==> config.mk <==
export PLATFORM = sky130hd
export DESIGN_NAME = esc_telemetry_frame_crc32_flat
export DESIGN_NICKNAME = d
export VERILOG_FILES = /design/src/rtl/etfc_pkg.sv /design/src/rtl/etfc_in_if.sv /design/src/rtl/etfc_out_if.sv /design/src/rtl/etfc_cfg_if.sv /design/src/rtl/etfc_ram.sv /design/src/rtl/etfc_framer.sv /design/src/rtl/etfc_fields.sv /design/src/rtl/etfc_outbuf.sv /design/src/rtl/esc_telemetry_frame_crc32.sv /design/src/flat_wrapper.sv
export VERILOG_INCLUDE_DIRS = /design/src /design/src/rtl
export SDC_FILE = /design/constraint.sdc
export NUM_CORES = 2
export LEC_CHECK = 0
export BUFFER_PORTS_ARGS = -buffer_cell sky130_fd_sc_hd__buf_2
export CELL_PAD_IN_SITES_DETAIL_PLACEMENT = 1
export CELL_PAD_IN_SITES_GLOBAL_PLACEMENT = 2
export CORE_ASPECT_RATIO = 1.2
export CORE_MARGIN = 1
export CORE_UTILIZATION = 45
export DETAILED_ROUTE_END_ITERATION = 10
export PLACE_DENSITY_LB_ADDON = 0.1
export SETUP_SLACK_MARGIN = 0.4
export SYNTH_ARGS = -nofsm -noshare
export SYNTH_HDL_FRONTEND = slang
export SYNTH_SLANG_ARGS = --single-unit
==> constraint.sdc <==
create_clock -name clk -period 15.2 [get_ports clk]
set_input_delay 2.28 -clock clk [delete_from_list [all_inputs] [get_ports clk]]
set_output_delay 2.28 -clock clk [all_outputs]
set_load 0.03 [all_outputs]
==> src/rtl/esc_telemetry_frame_crc32_macros.svh <==
// Assertion macros shared by the telemetry frame receiver modules
`ifndef ESC_TELEMETRY_FRAME_CRC32_MACROS_SVH
`define ESC_TELEMETRY_FRAME_CRC32_MACROS_SVH
`ifndef SYNTHESIS
// same-cycle implication
`define ETFC_ASSERT_IMP(lbl, clk, rst_n, ante, cons) \
  lbl: assert property (@(posedge clk) disable iff (!rst_n) (ante) |-> (cons)) \
    else $error("etfc assertion failed");
// next-cycle implication
`define ETFC_ASSERT_NXT(lbl, clk, rst_n, ante, cons) \
  lbl: assert property (@(posedge clk) disable iff (!rst_n) (ante) |=> (cons)) \
    else $error("etfc assertion failed");
`else
`define ETFC_ASSERT_IMP(lbl, clk, rst_n, ante, cons)
`define ETFC_ASSERT_NXT(lbl, clk, rst_n, ante, cons)
`endif
`endif

==> src/rtl/etfc_pkg.sv <==
// Shared types, constants and functions of the telemetry frame receiver
package etfc_pkg;

  localparam int FRAME_BYTES = 38;
  localparam int CRC_BYTES   = 34;
  localparam int SYNC_BYTES  = 4;
  localparam int POS_W       = $clog2(FRAME_BYTES);
  localparam int RPM_W       = 26;
  localparam int CFG_IDX_W   = 8;

  localparam logic [7:0]  AGE_LIMIT    = 8'd255;
  localparam logic [31:0] CRC_POLY     = 32'hEDB8_8320;
  localparam logic [31:0] CRC_INIT     = 32'hFFFF_FFFF;
  localparam logic [31:0] TIMEOUT_RST  = 32'd250000;
  localparam logic [2:0]  MIN_SYNC_RST = 3'd3;
  localparam logic [2:0]  SYNC_MAX     = 3'd7;

  localparam logic [7:0] SYNC_B0 = 8'h4B;
  localparam logic [7:0] SYNC_B1 = 8'h4F;
  localparam logic [7:0] SYNC_B2 = 8'h44;
  localparam logic [7:0] SYNC_B3 = 8'h4C;

  // floor(x / 100) = (x * DIV100_MUL) >> DIV100_SHIFT for any 32-bit x
  localparam logic [31:0] DIV100_MUL   = 32'd1374389535;
  localparam int          DIV100_SHIFT = 37;

  // byte offsets of the frame fields
  localparam int F_RPM  = 4;
  localparam int F_VOLT = 8;
  localparam int F_CURR = 10;
  localparam int F_CAP  = 16;
  localparam int F_PWM  = 22;
  localparam int F_TFET = 26;
  localparam int F_TBEC = 27;

  // first frame position at which stored field bytes are read back
  localparam int RD_FIRST = 24;

  localparam logic [CFG_IDX_W-1:0] REG_TIMEOUT  = CFG_IDX_W'(0);
  localparam logic [CFG_IDX_W-1:0] REG_MIN_SYNC = CFG_IDX_W'(1);

  typedef logic [POS_W-1:0] pos_t;

  typedef enum logic [2:0] {
    ST_NONE     = 3'd0,
    ST_GOOD     = 3'd1,
    ST_CRC_ERR  = 3'd2,
    ST_SYNC_ERR = 3'd3,
    ST_TIMEOUT  = 3'd4
  } status_t;

  typedef struct packed {
    logic        func;
    logic [7:0]  data_byte;
    logic [31:0] now_us;
  } in_word_t;

  typedef struct packed {
    status_t          status;
    logic [RPM_W-1:0] rpm_hundreds;
    logic [15:0]      voltage;
    logic [15:0]      current;
    logic [15:0]      capacity;
    logic [15:0]      pwm_in;
    logic [7:0]       temp_fet;
    logic [7:0]       temp_bec;
    logic [7:0]       age;
  } out_word_t;

  // framer to field unit, registered in the cycle after acceptance
  typedef struct packed {
    logic       valid;
    status_t    status;
    logic [7:0] age;
    logic       rd;
    pos_t       rd_addr;
  } frm_ctl_t;

  function automatic logic [31:0] crc_byte(logic [31:0] crc_in, logic [7:0] b);
    logic [31:0] c;
    c = crc_in ^ {24'd0, b};
    for (int k = 0; k < 8; k++) begin
      c = (c >> 1) ^ (CRC_POLY & {32{c[0]}});
    end
    return c;
  endfunction

  function automatic logic [7:0] sync_byte(logic [1:0] idx);
    logic [7:0] s;
    case (idx)
      2'd0:    s = SYNC_B0;
      2'd1:    s = SYNC_B1;
      2'd2:    s = SYNC_B2;
      default: s = SYNC_B3;
    endcase
    return s;
  endfunction

  // stored byte to read back while the frame byte at pos is written
  function automatic pos_t rd_sched(pos_t pos);
    pos_t a;
    case (pos)
      pos_t'(RD_FIRST):      a = pos_t'(F_RPM);
      pos_t'(RD_FIRST + 1):  a = pos_t'(F_RPM + 1);
      pos_t'(RD_FIRST + 2):  a = pos_t'(F_RPM + 2);
      pos_t'(RD_FIRST + 3):  a = pos_t'(F_RPM + 3);
      pos_t'(RD_FIRST + 4):  a = pos_t'(F_VOLT);
      pos_t'(RD_FIRST + 5):  a = pos_t'(F_VOLT + 1);
      pos_t'(RD_FIRST + 6):  a = pos_t'(F_CURR);
      pos_t'(RD_FIRST + 7):  a = pos_t'(F_CURR + 1);
      pos_t'(RD_FIRST + 8):  a = pos_t'(F_CAP);
      pos_t'(RD_FIRST + 9):  a = pos_t'(F_CAP + 1);
      pos_t'(RD_FIRST + 10): a = pos_t'(F_PWM);
      pos_t'(RD_FIRST + 11): a = pos_t'(F_PWM + 1);
      pos_t'(RD_FIRST + 12): a = pos_t'(F_TFET);
      pos_t'(RD_FIRST + 13): a = pos_t'(F_TBEC);
      default:               a = '0;
    endcase
    return a;
  endfunction

endpackage

==> src/rtl/etfc_in_if.sv <==
// Input word channel: function, received byte and time stamp
interface etfc_in_if;
  logic               valid;
  logic               ready;
  etfc_pkg::in_word_t data;

  modport source (output valid, output data, input ready);
  modport sink (input valid, input data, output ready);
endinterface

==> src/rtl/etfc_out_if.sv <==
// Result word channel: status, decoded frame fields and data age
interface etfc_out_if;
  logic                valid;
  logic                ready;
  etfc_pkg::out_word_t data;

  modport source (output valid, output data, input ready);
  modport sink (input valid, input data, output ready);
endinterface

==> src/rtl/etfc_cfg_if.sv <==
// Configuration write channel: register index and write data
interface etfc_cfg_if;
  logic                             valid;
  logic                             ready;
  logic [etfc_pkg::CFG_IDX_W-1:0]   index;
  logic [31:0]                      wdata;

  modport source (output valid, output index, output wdata, input ready);
  modport sink (input valid, input index, input wdata, output ready);
endinterface

==> src/rtl/etfc_ram.sv <==
// Generic simple dual-port RAM with registered read data
module etfc_ram #(
  parameter int WIDTH = 8,
  parameter int DEPTH = 38
) (
  input  logic                     clk,
  input  logic                     we,
  input  logic [$clog2(DEPTH)-1:0] waddr,
  input  logic [WIDTH-1:0]         wdata,
  input  logic                     re,
  input  logic [$clog2(DEPTH)-1:0] raddr,
  output logic [WIDTH-1:0]         rdata
);

  logic [WIDTH-1:0] mem [DEPTH];

  always_ff @(posedge clk) begin
    if (we) begin
      mem[waddr] <= wdata;
    end
    if (re) begin
      rdata <= mem[raddr];
    end
  end

endmodule

==> src/rtl/etfc_framer.sv <==
// Framer: sync check, CRC, frame position, timeout and data age
`include "esc_telemetry_frame_crc32_macros.svh"
module etfc_framer (
  input  logic                clk,
  input  logic                rst_n,
  input  logic                acc,
  input  etfc_pkg::in_word_t  in_word,
  input  logic [31:0]         timeout_us,
  input  logic [2:0]          min_sync,
  output logic                ram_we,
  output etfc_pkg::pos_t      ram_waddr,
  output logic [7:0]          ram_wdata,
  output logic                ram_re,
  output etfc_pkg::pos_t      ram_raddr,
  output etfc_pkg::frm_ctl_t  ctl
);
  import etfc_pkg::*;

  pos_t        pos_r, pos_nxt;
  logic [2:0]  sync_r, sync_nxt;
  logic [31:0] crc_r, crc_nxt;
  logic        match_r, match_nxt;
  logic [31:0] lgt_r, lgt_nxt;
  logic [7:0]  age_r, age_nxt;
  frm_ctl_t    ctl_r;

  status_t     status;
  logic [31:0] crc_base;
  logic [31:0] diff;
  logic [1:0]  tail_lane;
  logic [7:0]  tail_byte;
  logic        tail_ok;
  logic [7:0]  b;

  assign b         = in_word.data_byte;
  // byte 34 holds the low byte of the inverted CRC
  assign tail_lane = pos_r[1:0] - 2'd2;
  assign tail_byte = ~crc_r[{tail_lane, 3'b000} +: 8];
  assign tail_ok   = (b == tail_byte);

  always_comb begin
    pos_nxt   = pos_r;
    sync_nxt  = sync_r;
    crc_nxt   = crc_r;
    match_nxt = match_r;
    lgt_nxt   = lgt_r;
    age_nxt   = age_r;
    status    = ST_NONE;
    crc_base  = (pos_r == '0) ? CRC_INIT : crc_r;
    diff      = in_word.now_us - lgt_r;
    if (acc) begin
      if (in_word.func) begin
        if (!diff[31] && (diff > timeout_us)) begin
          if (age_r != AGE_LIMIT) begin
            age_nxt = age_r + 8'd1;
          end
          pos_nxt  = '0;
          sync_nxt = '0;
          lgt_nxt  = in_word.now_us;
          status   = ST_TIMEOUT;
        end
      end else begin
        if (pos_r < pos_t'(CRC_BYTES)) begin
          crc_nxt = crc_byte(crc_base, b);
        end
        // accumulate the compare of the trailing CRC bytes
        match_nxt = (pos_r == pos_t'(CRC_BYTES)) ? tail_ok : (match_r & tail_ok);
        pos_nxt   = pos_r + pos_t'(1);
        if (pos_r < pos_t'(SYNC_BYTES)) begin
          if (b != sync_byte(pos_r[1:0])) begin
            pos_nxt  = '0;
            sync_nxt = '0;
            status   = ST_SYNC_ERR;
          end else if ((pos_r == pos_t'(SYNC_BYTES - 1)) && (sync_r != SYNC_MAX)) begin
            sync_nxt = sync_r + 3'd1;
          end
        end else if (pos_r == pos_t'(FRAME_BYTES - 1)) begin
          pos_nxt = '0;
          if (sync_r > min_sync) begin
            if (match_r && tail_ok) begin
              status  = ST_GOOD;
              age_nxt = '0;
              lgt_nxt = in_word.now_us;
            end else begin
              status = ST_CRC_ERR;
            end
          end
        end
      end
    end
  end

  assign ram_we    = acc && !in_word.func;
  assign ram_waddr = pos_r;
  assign ram_wdata = b;
  // field bytes are read back while the tail of the same frame arrives
  assign ram_re    = acc && !in_word.func && (pos_r >= pos_t'(RD_FIRST));
  assign ram_raddr = rd_sched(pos_r);

  always_ff @(posedge clk) begin
    if (!rst_n) begin
      pos_r         <= '0;
      sync_r        <= '0;
      crc_r         <= CRC_INIT;
      lgt_r         <= '0;
      age_r         <= AGE_LIMIT;
      ctl_r         <= '0;
    end else begin
      pos_r         <= pos_nxt;
      sync_r        <= sync_nxt;
      crc_r         <= crc_nxt;
      lgt_r         <= lgt_nxt;
      age_r         <= age_nxt;
      ctl_r.valid   <= acc;
      ctl_r.status  <= status;
      ctl_r.age     <= age_nxt;
      ctl_r.rd      <= ram_re;
      ctl_r.rd_addr <= ram_raddr;
    end
  end

  always_ff @(posedge clk) begin
    match_r <= match_nxt;
  end

  assign ctl = ctl_r;

  `ETFC_ASSERT_IMP(a_rd_behind_wr, clk, rst_n, ram_re, ram_raddr < pos_r)
  `ETFC_ASSERT_NXT(a_good_clears_age, clk, rst_n, acc && (status == ST_GOOD), (age_r == '0) && (lgt_r == $past(in_word.now_us)))
  `ETFC_ASSERT_NXT(a_sync_err_clears, clk, rst_n, acc && (status == ST_SYNC_ERR), (pos_r == '0) && (sync_r == '0))

endmodule

==> src/rtl/etfc_fields.sv <==
// Field unit: collects stored bytes, divides rpm by 100, builds result words
module etfc_fields (
  input  logic                clk,
  input  etfc_pkg::frm_ctl_t  ctl,
  input  logic [7:0]          rdata,
  output logic                push,
  output etfc_pkg::out_word_t push_word
);
  import etfc_pkg::*;

  logic [31:0] rpm_raw_r;
  logic [15:0] volt_r;
  logic [15:0] curr_r;
  logic [15:0] cap_r;
  logic [15:0] pwm_r;
  logic [7:0]  tfet_r;
  logic [63:0] prod_r;

  always_ff @(posedge clk) begin
    if (ctl.valid && ctl.rd) begin
      case (ctl.rd_addr)
        pos_t'(F_RPM):      rpm_raw_r[7:0]   <= rdata;
        pos_t'(F_RPM + 1):  rpm_raw_r[15:8]  <= rdata;
        pos_t'(F_RPM + 2):  rpm_raw_r[23:16] <= rdata;
        pos_t'(F_RPM + 3):  rpm_raw_r[31:24] <= rdata;
        pos_t'(F_VOLT):     volt_r[7:0]      <= rdata;
        pos_t'(F_VOLT + 1): volt_r[15:8]     <= rdata;
        pos_t'(F_CURR):     curr_r[7:0]      <= rdata;
        pos_t'(F_CURR + 1): curr_r[15:8]     <= rdata;
        pos_t'(F_CAP):      cap_r[7:0]       <= rdata;
        pos_t'(F_CAP + 1):  cap_r[15:8]      <= rdata;
        pos_t'(F_PWM):      pwm_r[7:0]       <= rdata;
        pos_t'(F_PWM + 1):  pwm_r[15:8]      <= rdata;
        pos_t'(F_TFET):     tfet_r           <= rdata;
        default: ;
      endcase
    end
    // rpm settles many words before the frame ends
    prod_r <= {32'd0, rpm_raw_r} * {32'd0, DIV100_MUL};
  end

  always_comb begin
    push_word        = '0;
    push_word.status = ctl.status;
    push_word.age    = ctl.age;
    if (ctl.status == ST_GOOD) begin
      push_word.rpm_hundreds = prod_r[DIV100_SHIFT +: RPM_W];
      push_word.voltage      = volt_r;
      push_word.current      = curr_r;
      push_word.capacity     = cap_r;
      push_word.pwm_in       = pwm_r;
      push_word.temp_fet     = tfet_r;
      // last byte read on the final frame word comes straight from the RAM
      push_word.temp_bec     = rdata;
    end
  end

  assign push = ctl.valid;

endmodule

==> src/rtl/etfc_outbuf.sv <==
// Two-entry result buffer: output register plus skid entry
`include "esc_telemetry_frame_crc32_macros.svh"
module etfc_outbuf (
  input  logic                clk,
  input  logic                rst_n,
  input  logic                push,
  input  etfc_pkg::out_word_t push_word,
  input  logic                out_ready,
  output logic                out_valid,
  output etfc_pkg::out_word_t out_word,
  output logic                can_take
);
  import etfc_pkg::*;

  logic      head_valid_r;
  logic      skid_valid_r;
  out_word_t head_r;
  out_word_t skid_r;
  logic      pop;
  logic [1:0] occ;
  logic [1:0] occ_after;

  assign pop       = head_valid_r && out_ready;
  // words in flight: the one in the field stage plus the buffered ones
  assign occ       = {1'b0, push} + {1'b0, head_valid_r} + {1'b0, skid_valid_r};
  assign occ_after = occ - {1'b0, pop};
  assign can_take  = (occ_after < 2'd2);

  always_ff @(posedge clk) begin
    if (!rst_n) begin
      head_valid_r <= 1'b0;
      skid_valid_r <= 1'b0;
    end else if (!head_valid_r || pop) begin
      if (skid_valid_r) begin
        head_valid_r <= 1'b1;
        skid_valid_r <= push;
      end else begin
        head_valid_r <= push;
      end
    end else if (push) begin
      skid_valid_r <= 1'b1;
    end
  end

  always_ff @(posedge clk) begin
    if (!head_valid_r || pop) begin
      if (skid_valid_r) begin
        head_r <= skid_r;
        skid_r <= push_word;
      end else begin
        head_r <= push_word;
      end
    end else if (push) begin
      skid_r <= push_word;
    end
  end

  assign out_valid = head_valid_r;
  assign out_word  = head_r;

  `ETFC_ASSERT_IMP(a_skid_needs_head, clk, rst_n, skid_valid_r, head_valid_r)
  `ETFC_ASSERT_IMP(a_no_overflow, clk, rst_n, head_valid_r && skid_valid_r && !pop, !push)
  `ETFC_ASSERT_NXT(a_skid_moves_up, clk, rst_n, pop && skid_valid_r, head_valid_r)

endmodule

==> src/rtl/esc_telemetry_frame_crc32.sv <==
// Telemetry frame receiver with CRC-32 check. Takes one word per clock unless the
// input is held off: either a received byte or a time check. Sustained rate is one
// word per cycle while the result side takes its words; each word yields exactly one
// result word, registered in the framer register and then in the result register.
// The 38 frame bytes are written into a 38x8 RAM as they arrive; the fourteen field
// bytes are read back through its single read port while the last fourteen bytes of
// the same frame come in, so a complete frame gives its decoded fields without a
// separate read pass. The input holds off when two result words would still be held
// after this cycle's output transfer, counting the one in the field stage. No clearing
// pass is needed after reset. Configuration writes are always taken and take effect at
// once; write them only while no word is in flight.
module esc_telemetry_frame_crc32 (
  input  logic   clk,
  input  logic   rst_n,
  etfc_in_if.sink     in_ch,
  etfc_out_if.source  out_ch,
  etfc_cfg_if.sink    cfg_ch
);
  import etfc_pkg::*;

  logic [31:0] timeout_r;
  logic [2:0]  min_sync_r;

  logic        acc;
  logic        ram_we;
  pos_t        ram_waddr;
  logic [7:0]  ram_wdata;
  logic        ram_re;
  pos_t        ram_raddr;
  logic [7:0]  ram_rdata;
  frm_ctl_t    ctl;
  logic        push;
  out_word_t   push_word;
  logic        can_take;

  assign cfg_ch.ready = 1'b1;

  always_ff @(posedge clk) begin
    if (!rst_n) begin
      timeout_r  <= TIMEOUT_RST;
      min_sync_r <= MIN_SYNC_RST;
    end else if (cfg_ch.valid) begin
      case (cfg_ch.index)
        REG_TIMEOUT:  timeout_r  <= cfg_ch.wdata;
        REG_MIN_SYNC: min_sync_r <= cfg_ch.wdata[2:0];
        default: ;
      endcase
    end
  end

  assign in_ch.ready = can_take;
  assign acc         = in_ch.valid && can_take;

  etfc_framer u_framer (
    .clk        (clk),
    .rst_n      (rst_n),
    .acc        (acc),
    .in_word    (in_ch.data),
    .timeout_us (timeout_r),
    .min_sync   (min_sync_r),
    .ram_we     (ram_we),
    .ram_waddr  (ram_waddr),
    .ram_wdata  (ram_wdata),
    .ram_re     (ram_re),
    .ram_raddr  (ram_raddr),
    .ctl        (ctl)
  );

  etfc_ram #(
    .WIDTH (8),
    .DEPTH (FRAME_BYTES)
  ) u_frame_ram (
    .clk   (clk),
    .we    (ram_we),
    .waddr (ram_waddr),
    .wdata (ram_wdata),
    .re    (ram_re),
    .raddr (ram_raddr),
    .rdata (ram_rdata)
  );

  etfc_fields u_fields (
    .clk       (clk),
    .ctl       (ctl),
    .rdata     (ram_rdata),
    .push      (push),
    .push_word (push_word)
  );

  etfc_outbuf u_outbuf (
    .clk       (clk),
    .rst_n     (rst_n),
    .push      (push),
    .push_word (push_word),
    .out_ready (out_ch.ready),
    .out_valid (out_ch.valid),
    .out_word  (out_ch.data),
    .can_take  (can_take)
  );

endmodule

==> src/flat_wrapper.sv <==
// flat-port wrapper written by rule: the top's interface ports become plain ports
module esc_telemetry_frame_crc32_flat import etfc_pkg::*;
  (clk, rst_n, in_ch_valid, in_ch_data, in_ch_ready, out_ch_valid, out_ch_data, out_ch_ready, cfg_ch_valid, cfg_ch_index, cfg_ch_wdata, cfg_ch_ready);
  etfc_in_if in_ch_i ();
  etfc_out_if out_ch_i ();
  etfc_cfg_if cfg_ch_i ();
  input  logic clk;
  input  logic rst_n;
  input wire logic [$bits(in_ch_i.valid)-1:0] in_ch_valid;
  input wire logic [$bits(in_ch_i.data)-1:0] in_ch_data;
  output wire logic [$bits(in_ch_i.ready)-1:0] in_ch_ready;
  output wire logic [$bits(out_ch_i.valid)-1:0] out_ch_valid;
  output wire logic [$bits(out_ch_i.data)-1:0] out_ch_data;
  input wire logic [$bits(out_ch_i.ready)-1:0] out_ch_ready;
  input wire logic [$bits(cfg_ch_i.valid)-1:0] cfg_ch_valid;
  input wire logic [$bits(cfg_ch_i.index)-1:0] cfg_ch_index;
  input wire logic [$bits(cfg_ch_i.wdata)-1:0] cfg_ch_wdata;
  output wire logic [$bits(cfg_ch_i.ready)-1:0] cfg_ch_ready;
  assign in_ch_i.valid = in_ch_valid;
  assign in_ch_i.data = in_ch_data;
  assign in_ch_ready = in_ch_i.ready;
  assign out_ch_valid = out_ch_i.valid;
  assign out_ch_data = out_ch_i.data;
  assign out_ch_i.ready = out_ch_ready;
  assign cfg_ch_i.valid = cfg_ch_valid;
  assign cfg_ch_i.index = cfg_ch_index;
  assign cfg_ch_i.wdata = cfg_ch_wdata;
  assign cfg_ch_ready = cfg_ch_i.ready;
  esc_telemetry_frame_crc32 u_core (.clk(clk), .rst_n(rst_n), .in_ch(in_ch_i), .out_ch(out_ch_i), .cfg_ch(cfg_ch_i));
endmodule
==> impl_metrics.csv <==
group,metric,value,unit
route,firstDrtPassIters,8,
cts,cts_buffers,81,
route,first_iter_violations,1362,
power_and_ir_drop,p_int,3.54,mW
floorplanning,start_util,45.5,%
worst_setup_path,critPathLaunchType,"register",
timing,finalHoldViolations,0,
timing,rsz0062_at_grt,"no",
worst_setup_path,crit_fanout,10,
logic_synthesis,async_reset_ff_share,0,%
cts,cts_resized,0,
timing,setup_viol,0,
power_and_ir_drop,pwr_density_cell,87.6,nW/um^2
route,drtAntennaViolNets,0,
cts,cts_tree,"yes",
cts,clockRootBuffer,"clkbuf_16",
worst_setup_path,worstPathRequired,15.76,ns
cts,clkLatencyLatePin,0.68,ns
cts,cts_setup_buffers,0,
power_and_ir_drop,comb_power_share,8.5,%
final_layout,stdcell_count,5479,
worst_setup_path,setup.worst_path.end,"u_core.u_fields.prod_r[62]",
power_and_ir_drop,leakage,23.2,nW
global_route,antenna_found_initial,3,
worst_setup_path,slowest_delay,0.68,ns
power_and_ir_drop,p_sw_share,24.7,%
placement,portBuffers,204,
global_route,grt-ovfl-total,0,
logic_synthesis,synthFlopType,"edfxtp_1",
floorplanning,ioPinCount,206,
logic_synthesis,synthCells,3792,
logic_synthesis,synth_edf_count,603,
timing,period_minus_slack,8.66,ns
final_layout,final_cell_mix,"inv_1, edfxtp_1, ha_1",
worst_setup_path,path_depth,24,
global_route,grt_pass1_vias,31600,
cts,clockBufferDepth,3,
route,via_per_inst,5.22,
power_and_ir_drop,seq_power_share,49.5,%
timing,worst_pin_slew,1.16,ns
worst_setup_path,crit_arrival,9.22,ns
worst_setup_path,crit_top_cell,"fa_1",
floorplanning,die_h,361,um
timing,slew_headroom,22.3,%
worst_setup_path,path_cells,"ha_1, inv_1, fa_1, inv_1, fa_1, fa_1, fa_1, fa_1, fa_1, inv_1, fa_1, inv_1, ha_1, and3_1, and3_1, nand2_1, o31ai_1, a21oi_1, o21ai_1, o21ai_2, o311ai_2, a221o_1, and4_1, or3_1",
worst_hold_path,hold_class,"reg2reg",
floorplanning,chipWidth,302,um
logic_synthesis,ys_seq_area_share,44.3,%
cts,clkTransAtPathRegs,0.06,ns
floorplanning,dieArea,109000,sq um
worst_setup_path,rrSetupSlack,6.54,ns
power_and_ir_drop,ir_worst_vdd,0.0765,mV
logic_synthesis,synth_nets,4739,
worst_setup_path,reg2regPathDepth,24,
global_route,grt_start_max_net_pins,107,
worst_setup_path,setup.worst_path.class,"reg2reg",
worst_setup_path,rr_startpoint,"u_core.u_fields.rpm_raw_r[12]",
worst_setup_path,reg2reg_to,"u_core.u_fields.prod_r[62]",
placement,dp_cells,5328,
logic_synthesis,ys_ff_latch,770,
run_status,violations,"DRC",
timing,period_share,57.0,%
power_and_ir_drop,power_switching,1.16,mW
logic_synthesis,synth_area,48500,sq um
route,wire_per_inst,23.3,um
route,remaining_drc_errors,18,
final_layout,layout-drive-gt1-share,14.9,%
run,drv_cap,0,
cts,clock-sinks,770,
placement,gp_congestion,0.904,
cts,htree_levels,3,
worst_setup_path,crit_start,"u_core.u_fields.rpm_raw_r[12]",
cts,holdBufCountCts,0,
timing,drv_slew,0,
worst_setup_path,cp_slowest_cell,"a21oi_1",
logic_synthesis,synth_warnings,0,
worst_setup_path,path_buf_inv,4,
final_layout,finalNetCount,4962,
timing,fin_skew,0.0872,ns
global_route,grt_pass1_wl,196000,um
logic_synthesis,ys_types,74,
worst_setup_path,cp_top_family,"adder cells",
route,wl,127000,um
placement,dpl.hpwl,98500,um
worst_setup_path,cp-end-kind,"register",
route,vias,28600,
floorplanning,core-area,107000,sq um
final_layout,area_growth,11.0,%
final_layout,final_common_cell,"inv_1",
timing,fin_setup_tns,0,ns
run_status,outcome,"complete, but fails checks",
logic_synthesis,syn_avg_cell_area,12.8,sq um
timing,max_freq,115,MHz
floorplanning,rows,131,
power_and_ir_drop,power.share.clock,42.0,%
global_route,grtUsageTotal,24.1,%
-- how the worst min path moves through the flow --
stage | from | endpoint | slack (ns) | depth (start not counted)
6_report | u_core.u_framer.ctl[14] | u_core.u_outbuf.skid_r[7] | 0.41 | 0
5_1_grt | u_core.u_framer.ctl[14] | u_core.u_outbuf.skid_r[7] | 0.42 | 0
4_1_cts | u_core.u_framer.ctl[14] | u_core.u_outbuf.skid_r[7] | 0.40 | 0
3_5_place_dp | u_core.u_framer.ctl[11] | u_core.u_outbuf.skid_r[4] | 0.42 | 0
3_3_place_gp | u_core.u_framer.ctl[11] | u_core.u_outbuf.skid_r[4] | 0.41 | 0
2_1_floorplan | u_core.u_framer.ctl[7] | u_core.u_outbuf.skid_r[0] | 0.40 | 0
-- synthesized netlist by cell type, drive strengths merged (40+ instances only) --
| cell | n | area share [%] |
|---|---|---|
| dfxtp | 167 | 6.9 |
| edfxtp | 603 | 37 |
| xnor2 | 110 | 2.1 |
| mux2 | 128 | 3.0 |
| ha | 471 | 12 |
| and2 | 123 | 1.6 |
| nand2 | 161 | 1.2 |
| o21ai | 53 | 0.56 |
| inv | 713 | 5.5 |
| clkbuf | 78 | 0.61 |
| fa | 390 | 16 |
| o211ai | 48 | 0.74 |
| mux4 | 88 | 4.1 |
| a21oi | 117 | 1.2 |
| mux2i | 40 | 0.83 |
| nor2 | 172 | 1.3 |
-- layout make-up --
class / count / area, sq um
fillers: 11000 / 52800
multi-input cells: 2210 / 24000
flip-flops and latches: 770 / 21500
inverters: 715 / 2690
clock buffers: 99 / 2130
well taps: 1396 / 1750
repair buffers: 237 / 1270
clock inverters: 50 / 523
diodes: 2 / 5.00
-- logic make-up (layout without fill, tap and decap cells) --
| kind of cell | after synthesis | count (layout) | share of synthesized area (%) |
|---|---|---|---|
| buffers and inverters | 812 | 1101 | 6.33 |
| adder cells (fa/ha/maj) | 861 | 861 | 28.3 |
| AND/OR/NAND/NOR | 627 | 627 | 6.29 |
| multiplexers | 256 | 256 | 7.89 |
| other | 1 | 3 | 0.00774 |
| AO/OA/AOI/OAI | 319 | 319 | 4.20 |
| XOR/XNOR | 146 | 146 | 2.74 |
| flip-flops | 770 | 770 | 44.3 |
-- stage by stage --
step	utilization (%)	power, mW	hold WS (ns)	setup slack (ns)	instance area (sq um)
2_1_floorplan	-	2.65	0.404	3.91	48500
3_3_place_gp	48.0	2.78	0.414	6.48	51100
3_5_place_dp	48.0	2.78	0.418	6.39	51100
4_1_cts	50.5	4.77	0.402	6.55	53800
5_1_grt	50.5	4.88	0.416	6.20	53800
6_report	50.5	4.71	0.409	6.54	53800
-- registers in the layout (all words and copies together), names as in the netlist, 18 cells and up --
name,count
u_core.timeout_r,32
u_core.u_outbuf.skid_r,117
u_core.u_framer.crc_r,32
u_core.u_framer.ctl,18
u_core.u_frame_ram.mem,256
u_core.u_fields.rpm_raw_r,32
u_core.u_fields.prod_r,26
u_core.u_framer.lgt_r,32
u_core.u_outbuf.out_word,117
-- power by group through the flow --
| stage | clock (mW) | sequential, mW | combinational, mW |
|---|---|---|---|
| 3_5_place_dp | 0 | 2.38 | 0.405 |
| 4_1_cts | 2.03 | 2.33 | 0.407 |
| 5_1_grt | 2.10 | 2.33 | 0.444 |
| 2_1_floorplan | 0 | 2.41 | 0.240 |
| 6_report | 1.98 | 2.33 | 0.400 |
| 3_3_place_gp | 0 | 2.38 | 0.401 |
-- layer usage --
metal  share of wire [%]  vias to the layer above  routed length [um]  global-route usage, %
met5                   0                        -                   0                      0
met4                 2.0                        0                2580                   5.58
met3                 2.6                      137                3340                   2.42
met2                  53                      407               67600                   43.8
met1                  42                    14700               54000                   30.6
li1                    -                    13300                   -                      -
(Power assumes the default switching activity.)
